==> config.mk <==
export PLATFORM = sky130hd
export DESIGN_NAME = ema_front
export DESIGN_NICKNAME = d
export VERILOG_FILES = /design/src/sv/ema_pkg.sv /design/src/sv/ema_front.sv
export SDC_FILE = /design/constraint.sdc
export NUM_CORES = 1
export LEC_CHECK = 0
export BUFFER_PORTS_ARGS = -buffer_cell sky130_fd_sc_hd__buf_2
export CORE_AREA = 8 8 350 352
export DETAILED_ROUTE_END_ITERATION = 7
export DIE_AREA = 0 0 358 360
export PLACE_DENSITY_LB_ADDON = 0.2
export SLEW_MARGIN = 10
export SYNTH_ARGS = -nofsm -noshare
export SYNTH_HDL_FRONTEND = slang
export SYNTH_SLANG_ARGS = --single-unit
==> constraint.sdc <==
create_clock -name clk -period 30.1 [get_ports clk]
set_input_delay 4.515 -clock clk [delete_from_list [all_inputs] [get_ports clk]]
set_output_delay 4.515 -clock clk [all_outputs]
set_load 0.05 [all_outputs]
==> src/sv/ema_pkg.sv <==
// ----------------------------------------------------------------------------
// ema_pkg
// Shared types and constants of the event metrics aggregator.
// ----------------------------------------------------------------------------
package ema_pkg;

  // Request codes
  localparam logic [3:0] REQ_TICK     = 4'd0;
  localparam logic [3:0] REQ_WEIGHT   = 4'd1;
  localparam logic [3:0] REQ_PRUNE    = 4'd2;
  localparam logic [3:0] REQ_SPROUT   = 4'd3;
  localparam logic [3:0] REQ_RATES    = 4'd4;
  localparam logic [3:0] REQ_SYNAPSES = 4'd5;
  localparam logic [3:0] REQ_PHASE    = 4'd6;
  localparam logic [3:0] REQ_ACCURACY = 4'd7;
  localparam logic [3:0] REQ_MEMORY   = 4'd8;
  localparam logic [3:0] REQ_VTIME    = 4'd9;
  localparam logic [3:0] REQ_READ     = 4'd10;

  // Configuration register indexes
  localparam logic [2:0] CFG_PAIR_A  = 3'd0;
  localparam logic [2:0] CFG_PAIR_B  = 3'd1;
  localparam logic [2:0] CFG_PAIR_C  = 3'd2;
  localparam logic [2:0] CFG_PAIR_D  = 3'd3;
  localparam logic [2:0] CFG_NEURONS = 3'd4;

  localparam logic [63:0] PAIR_A_RST = 64'd4294967296500000;
  localparam logic [63:0] PAIR_B_RST = 64'd21474836482000000;
  localparam logic [63:0] PAIR_C_RST = 64'd85899345930000000;
  localparam logic [63:0] PAIR_D_RST = 64'd429496729650000000;

  localparam logic [63:0] RATE_NUM = 64'd1000000000;

  localparam int BUCKET_SLOTS = 9;

  // Classified command handed from front to back
  typedef struct packed {
    logic [3:0]  req;
    logic [63:0] tick;
    logic [31:0] active;
    logic [31:0] spikes;
    logic [31:0] dur;
    logic [3:0]  slot;
    logic [63:0] v1;
    logic [31:0] q1;
    logic [31:0] q2;
    logic [4:0]  sel;
  } cmd_t;

  typedef enum logic [2:0] {
    ST_IDLE, ST_FRAC, ST_RATE, ST_BAL, ST_DIV, ST_OUT
  } bst_t;

  // Saturate 64-bit signed to 32-bit signed
  function automatic logic [31:0] sat32(input logic [63:0] v);
    logic hi_ok;
    hi_ok = (v[63:31] == '0) || (v[63:31] == '1);
    if (hi_ok) return v[31:0];
    else if (v[63]) return 32'h8000_0000;
    else return 32'h7FFF_FFFF;
  endfunction

endpackage

==> src/sv/ema_front.sv <==
// ----------------------------------------------------------------------------
// ema_front
// Accepts request beats, saturates Q16.16 operands, picks the histogram
// bucket and pushes a classified command into a two-entry queue.
// ----------------------------------------------------------------------------
module ema_front #(
  parameter int NUM_BOUNDS = 8
) (
  input  logic               clk,
  input  logic               rst_n,
  input  logic               in_push,
  output logic               in_full,
  input  logic [3:0]         in_req_type,
  input  logic [63:0]        in_tick_number,
  input  logic [31:0]        in_active_count,
  input  logic [31:0]        in_spike_count,
  input  logic [31:0]        in_duration_ns,
  input  logic [63:0]        in_value_first,
  input  logic [63:0]        in_value_second,
  input  logic [4:0]         in_metric_select,
  input  logic [4:0][63:0]   bounds,
  output logic               q_valid,
  output ema_pkg::cmd_t      q_cmd,
  input  logic               q_take
);

  ema_pkg::cmd_t cmd;
  ema_pkg::cmd_t mem_r [2];
  logic          wp_r, rp_r;
  logic [1:0]    cnt_r;
  logic          push_ok;

  // Bucket pick: first bound not below the duration
  always_comb begin
    logic [3:0] s;
    logic [31:0] b;
    s = 4'(NUM_BOUNDS);
    for (int i = NUM_BOUNDS - 1; i >= 0; i--) begin
      b = i[0] ? bounds[i >> 1][63:32] : bounds[i >> 1][31:0];
      if (in_duration_ns <= b) s = 4'(i);
    end
    cmd.req    = in_req_type;
    cmd.tick   = in_tick_number;
    cmd.active = in_active_count;
    cmd.spikes = in_spike_count;
    cmd.dur    = in_duration_ns;
    cmd.slot   = s;
    cmd.v1     = in_value_first;
    cmd.q1     = ema_pkg::sat32(in_value_first);
    cmd.q2     = ema_pkg::sat32(in_value_second);
    cmd.sel    = in_metric_select;
  end

  assign in_full = (cnt_r == 2'd2);
  assign push_ok = in_push && !in_full;
  assign q_valid = (cnt_r != 2'd0);
  assign q_cmd   = mem_r[rp_r];

  // Queue pointers
  always_ff @(posedge clk) begin
    if (!rst_n) begin
      wp_r  <= 1'b0;
      rp_r  <= 1'b0;
      cnt_r <= 2'd0;
    end else begin
      if (push_ok) wp_r <= ~wp_r;
      if (q_take)  rp_r <= ~rp_r;
      cnt_r <= cnt_r + 2'(push_ok) - 2'(q_take);
    end
  end

  // Queue storage
  always_ff @(posedge clk) begin
    if (push_ok) mem_r[wp_r] <= cmd;
  end

endmodule

==> flow_metrics.py, run 1 <==
metrics = {
    "status": {
        "status": "complete, no violations",
    },
    "worst_setup_path": {
        "cp_max_fo": 68,
        "r2r-start": "cnt_r[0]",
        "cp.depth": 4,
        "crit_buf_inv": 3,
        "crit_required_ps": 25590,
        "critical_path.slowest_cell": "buf_4",
        "crit_path_end_kind": "output pin",
        "critPathMaxStageDelay_ps": 880,
        "timing.rr.end": "mem_r[1][243]",
        "crit_type": "reg2out",
        "crit_top_cell": "buf_4",
        "cp_top_family": "buffers and inverters",
        "cp_cell_sequence": "buf_4 > buf_4 > mux2_2 > buf_2",
        "ff2ff_setup_slack_ps": 25920,
        "reg2regPathDepth": 5,
        "start_kind": "flop",
        "crit_arrival_ps": 3830,
    },
    "clock_network": {
        "cts_tree": "built",
        "clock_latency_ps": 620,
        "cts_sinks": 607,
        "cts_setup_buffers": 0,
        "cts_buffer_depth": 3,
        "cts_root_buffer": "clkbuf_16",
        "clk_pin_slew_ps": 60,
        "htreeDepth": 3,
        "post_cts_resized": 0,
        "ctsHoldBuffers": 0,
        "cts_buffers": 73,
    },
    "timing": {
        "rsz0062_at_grt": "no",
        "hold_slack_ps": 577,
        "report.final.slew_viol_count": 0,
        "setup_violations": 0,
        "hold_viol_final": 0,
        "setup-tns-final_ps": 0,
        "slew-limit-headroom_pct": 30.4,
        "fin_worst_skew_ps": 31.8,
        "fin_crit_ps": 8350,
        "period_share_pct": 27.7,
        "fmax_ghz": 0.120,
        "max_slew.worst_pin.slew_ps": 1040,
    },
    "detailed_routing": {
        "vias": 20020,
        "wl_per_cell_um": 22.4,
        "wirelength_um": 102000,
        "drtIter0Drc": 928,
        "dr.pass1.iters": 4,
        "post-route-drc-count": 0,
        "vias_per_cell": 4.42,
        "ant_nets": 0,
    },
    "floorplanning": {
        "fp-row-count": 126,
        "num_io_pins": 924,
        "dieArea_sq_mm": 0.129,
        "dieHeight_um": 360,
        "die_w_um": 358,
        "start_util_pct": 24.9,
        "core_region_area_sq_mm": 0.117,
    },
    "logic_synthesis": {
        "async_flop_share_pct": 0,
        "ys_seq_area_share_pct": 62.3,
        "synth-edff-count": 602,
        "yosysWarningCount": 0,
        "syn_area_sq_mm": 0.0292,
        "yosysUniqueCellTypes": 59,
        "synthesis.nets": 2892,
        "synthCells": 2013,
        "avgSynthCellArea_sq_um": 14.5,
        "yosys_most_used_dff": "edfxtp_1",
        "ys_ff_latch": 607,
    },
    "grt": {
        "grt_antenna_before_repair": 44,
        "grt_pass1_vias": 21253,
        "track_usage_pct": 15.1,
        "grt_max_degree": 126,
        "globalRouteOverflowTotal": 0,
        "grt_pass1_wl_um": 144000,
    },
    "placed_design": {
        "hpwl_um": 77900,
        "routabilityCongestion": 0.842,
        "port_buffers": 859,
    },
    "hold_path": {
        "hp-class": "reg2reg",
        "min_path_cells": 2,
        "hold_path_startpoint": "rp_r",
    },
    "flow_run": {
        "cap_violations": 0,
    },
    "final_layout": {
        "areaGrowthSynthToFinish_pct": 29.2,
        "final_nets": 3798,
        "fin_util_pct": 32.2,
        "drive_gt1_share_pct": 43.3,
    },
    "pwr": {
        "total_power_mw": 2.61,
        "vdd_ir_drop_max_mv": 0.0382,
        "leakage_nw": 16.0,
        "power_density_mw_per_mm2": 69.4,
    },
}
-- metal layers --
layer | up-vias | track usage [%] | share of wire, %
li1 | 9473 | - | -
met1 | 9672 | 17.0 | 39
met2 | 682 | 26.9 | 50
met3 | 169 | 5.31 | 8.4
met4 | 24 | 4.04 | 2.6
met5 | - | 0 | 0.16
-- through the flow --
step                      cell area (sq um)  setup WS, ps  cells
final                                 37700         21750   4532
after global routing                  37600         21420   4519
after CTS                             37600         21550   4511
after detailed placement              35400         21680   4380
after global placement                35400         21630   4380
after floorplan                       29200         11980   2013
-- cell usage after synthesis (all sizes together), types with 7 or more instances --
cell / instances / area [sq um]
edfxtp: 602 / 18100
mux2: 301 / 3390
ha: 258 / 3230
inv: 258 / 968
a21oi: 90 / 450
a21o: 70 / 526
nand2: 70 / 263
nand4: 66 / 413
clkbuf: 37 / 139
o21ai: 36 / 184
nand3: 28 / 140
nor4: 24 / 150
nor2: 23 / 88.8
nor3: 15 / 75.1
o211ai: 13 / 97.6
a211oi: 12 / 90.1
buf: 10 / 48.8
nor2b: 9 / 56.3
or4: 9 / 71.3
a221oi: 8 / 70.1
and2: 7 / 45.1
nand2b: 7 / 43.8
o21a: 7 / 52.6
-- cells by family (layout without fill, tap and decap cells) --
logic type | Yosys count | after routing | share of synthesized area (%)
AO/OA/AOI/OAI | 267 | 267 | 5.95
XOR/XNOR | 3 | 3 | 0.0901
adder cells (fa/ha/maj) | 258 | 258 | 11.1
buffers and inverters | 305 | 1267 | 3.96
flip-flops | 607 | 607 | 62.3
multiplexers | 302 | 302 | 11.7
other | 0 | 21 | 0
AND/OR/NAND/NOR | 271 | 271 | 4.93
-- how the worst max path moves through the flow --
stage	slack, ps	from	endpoint
2_1_floorplan	11980	in_push	wp_r
3_3_place_gp	21630	in_push	mem_r[1][212]
3_5_place_dp	21680	in_push	mem_r[1][212]
4_1_cts	21550	flop	q_cmd[75]
5_1_grt	21420	flop	q_cmd[75]
6_report	21750	flop	q_cmd[75]
-- report_power, final --
part | internal [mW] | switching [mW] | total [mW]
sequential | 1.06 | 0.0212 | 1.08
combinational | 0.184 | 0.512 | 0.697
clock | 0.473 | 0.360 | 0.833
-- tightest hold or removal path: cells and delay by family (launching register included) --
kind,cells,cell delay (ps)
flip-flops,1,320
XOR/XNOR,1,70
AND/OR/NAND/NOR,1,140
-- state kept, by name, summed over array words and instances, names as in the netlist, named ones only --
register / cells
wp_r: 1
mem_r: 602
cnt_r: 2
rp_r: 1
-- cell usage in the layout, fill, tap and decap left out, drive strengths merged, types with 3 or more instances in the layout --
| master | n |
|---|---|
| or4 | 9 |
| nor2b | 9 |
| nand4 | 66 |
| a221oi | 8 |
| o211ai | 13 |
| and3 | 5 |
| nor2 | 23 |
| edfxtp | 602 |
| o21a | 7 |
| dfxtp | 5 |
| nand2 | 70 |
| a211o | 3 |
| buf | 878 |
| nor3 | 15 |
| a21o | 70 |
| clkinv | 32 |
| diode | 21 |
| ha | 258 |
| a21oi | 90 |
| nand2b | 7 |
| a2111oi | 4 |
| nand3 | 28 |
| inv | 264 |
| or2 | 3 |
| o21ai | 36 |
| and2 | 7 |
| mux2 | 301 |
| clkbuf | 90 |
| a211oi | 12 |
| nor4 | 24 |
-- layout make-up --
cell class                 count  area (sq um)
sequential                   607         18200
tap                         1536          1920
multi-input combinational   1101          9860
timing repair buffer         878          4450
clock buffer                  90          1910
inverter                     258           968
antenna                       21          52.6
clock inverter                41           328
fill                       11982         79300
No activity file was read; power rests on OpenSTA's default activity.
==> run 2, diff against run 1 <==
==> constraint.sdc (replaced) <==
create_clock -name clk -period 8 [get_ports clk]
set_input_delay 1.2 -clock clk [delete_from_list [all_inputs] [get_ports clk]]
set_output_delay 1.2 -clock clk [all_outputs]
set_load 0.05 [all_outputs]
==> run 2 against run 1 <==
Wire length decreased by 0.45%. Register-to-register slack worse by 21000 ps. Sequential power grew to 3.8 times the previous value. Power rose to 3.8 times the previous value. Clock power grew to 3.8 times the previous value. Via count decreased by 0.79%. Combinational power rose to 3.8 times the previous value. Critical path depth fell by 1. Core utilization is 0.078 points higher.
==> flow_metrics.py, run 2 (synthesized netlist as in run 1, its figures left out) <==
metrics = {
    "final_layout": {
        "layout_commonest_cell": "buf_2",
        "multi_input_area_sq_mm": 0.00987,
        "finalNonFillerCells": 4526,
        "final-seq-area_sq_mm": 0.0182,
        "drive_gt1_share_pct": 43.3,
        "fin_area_sq_mm": 0.0378,
        "largest_reg_flops": 602,
        "final_cell_mix": "buf_2 (859), edfxtp_1 (602), mux2_2 (301), inv_1 (258), ha_1 (258)",
        "fill_cells": 11923,
        "final_nets": 3795,
        "fin_util_pct": 32.3,
        "regMostFlops": "mem_r",
        "areaGrowthSynthToFinish_pct": 29.5,
        "top_regs": "mem_r x602, cnt_r x2",
    },
    "detailed_routing": {
        "vias": 19861,
        "vias_per_cell": 4.39,
        "post-route-drc-count": 0,
        "drtIter0Drc": 813,
        "dr.pass1.iters": 4,
        "wirelength_um": 101000,
        "wl_per_cell_um": 22.4,
        "ant_nets": 0,
    },
    "pwr": {
        "seqPwrFrac_pct": 41.3,
        "p_switching_mw": 3.38,
        "p_comb_share_pct": 26.6,
        "clkPwrFrac_pct": 32.1,
        "internal-power_mw": 6.50,
        "leakage_nw": 16.0,
        "total_power_mw": 9.89,
        "power_switching_share_pct": 34.2,
        "power_density_mw_per_mm2": 262,
        "vdd_ir_drop_max_mv": 0.177,
    },
    "timing": {
        "rsz0062_at_grt": "no",
        "report.final.slew_viol_count": 0,
        "max_slew.worst_pin.slew_ps": 1080,
        "period_share_pct": 52.3,
        "hold_viol_final": 0,
        "slew-limit-headroom_pct": 27.9,
        "fmax_ghz": 0.239,
        "setup-tns-final_ps": 0,
        "fin_worst_skew_ps": 57.3,
        "fin_crit_ps": 4180,
        "hold_slack_ps": 568,
        "fin_ws_ps": 3820,
        "setup_violations": 0,
    },
    "clock_network": {
        "cts_buffer_depth": 3,
        "cts_buffers": 75,
        "cts_tree": "built",
        "ctsHoldBuffers": 0,
        "clk_pin_slew_ps": 50,
        "cts_sinks": 607,
        "cts_setup_buffers": 0,
        "post_cts_resized": 0,
        "clock_latency_ps": 640,
        "htreeDepth": 3,
        "cts_root_buffer": "clkbuf_16",
    },
    "worst_setup_path": {
        "crit_buf_inv": 2,
        "cp_top_family": "buffers and inverters",
        "critPathMaxStageDelay_ps": 780,
        "crit_arrival_ps": 2980,
        "ff2ff_setup_slack_ps": 5390,
        "crit_type": "reg2out",
        "r2r-start": "cnt_r[0]",
        "crit_path_end_kind": "output pin",
        "critical_path.slowest_cell": "dfxtp_4",
        "crit_required_ps": 6800,
        "cp_max_fo": 115,
        "timing.rr.end": "mem_r[1][185]",
        "start_kind": "flop",
        "reg2regPathDepth": 4,
        "cp_cell_sequence": "buf_12 > mux2_2 > buf_2",
    },
    "placed_design": {
        "port_buffers": 859,
        "routabilityCongestion": 0.832,
        "placed_cell_area_sq_mm": 0.0354,
        "post-place-ws_ps": 3440,
        "hpwl_um": 77700,
        "placedCellCount": 4375,
    },
    "grt": {
        "grt_use_met1_pct": 17.0,
        "grt_use_met3_pct": 5.72,
        "top_usage_layer": "met2",
        "grt_pass1_wl_um": 143000,
        "grt_antenna_before_repair": 47,
        "grt_pass1_vias": 20795,
        "met2_usage_pct": 26.2,
        "globalRouteOverflowTotal": 0,
        "track_usage_pct": 14.9,
        "grt_max_degree": 139,
    },
    "hold_path": {
        "min_path_cells": 2,
        "hold_path_startpoint": "rp_r",
        "hp-class": "reg2reg",
    },
    "floorplanning": {
        "start_util_pct": 24.9,
        "die_w_um": 358,
        "core_region_area_sq_mm": 0.117,
        "dieArea_sq_mm": 0.129,
        "fp-row-count": 126,
        "num_io_pins": 924,
        "dieHeight_um": 360,
    },
    "status": {
        "status": "complete, no violations",
    },
    "flow_run": {
        "cap_violations": 0,
    },
}
-- run 2: routing by layer --
layer  up-vias  routed length (um)
li1       9464                   -
met1      9549               39900
met2       679               49700
met3       143                9430
met4        26                2050
met5         -                 172
-- run 2: worst max path at each step --
stage,from,slack [ps],endpoint,cells past startpoint
after global placement,in_value_first[58],3440,mem_r[0][56],8
after CTS,flop,3640,q_cmd[133],3
after global routing,flop,3570,q_cmd[133],3
after detailed placement,in_value_first[58],3440,mem_r[1][59],8
final,flop,3820,q_cmd[133],3
after floorplan,in_push,1800,mem_r[0][0],2
-- run 2: cell type report --
class	instances	share of cell area (%)
clock buffer	100	5.27
multi-input combinational	1101	26.1
clock inverter	30	0.835
sequential	607	48.1
inverter	258	2.56
timing repair buffer	873	11.8
antenna	21	0.139
tap	1536	5.09
-- run 2: power groups by stage --
stage                     sequential, mW  clock (mW)  combinational [mW]
after global routing                4.12        3.42                2.80
after floorplan                     4.18           0                1.82
after CTS                           4.08        3.31                2.69
after global placement              4.14           0                2.69
final                               4.08        3.18                2.63
after detailed placement            4.15           0                2.68
-- run 2: worst register-to-register path, delay by kind of cell (launching register included) --
kind	cells	cell delay, ps
AND/OR/NAND/NOR	2	740
buffers and inverters	2	1090
flip-flops	1	340
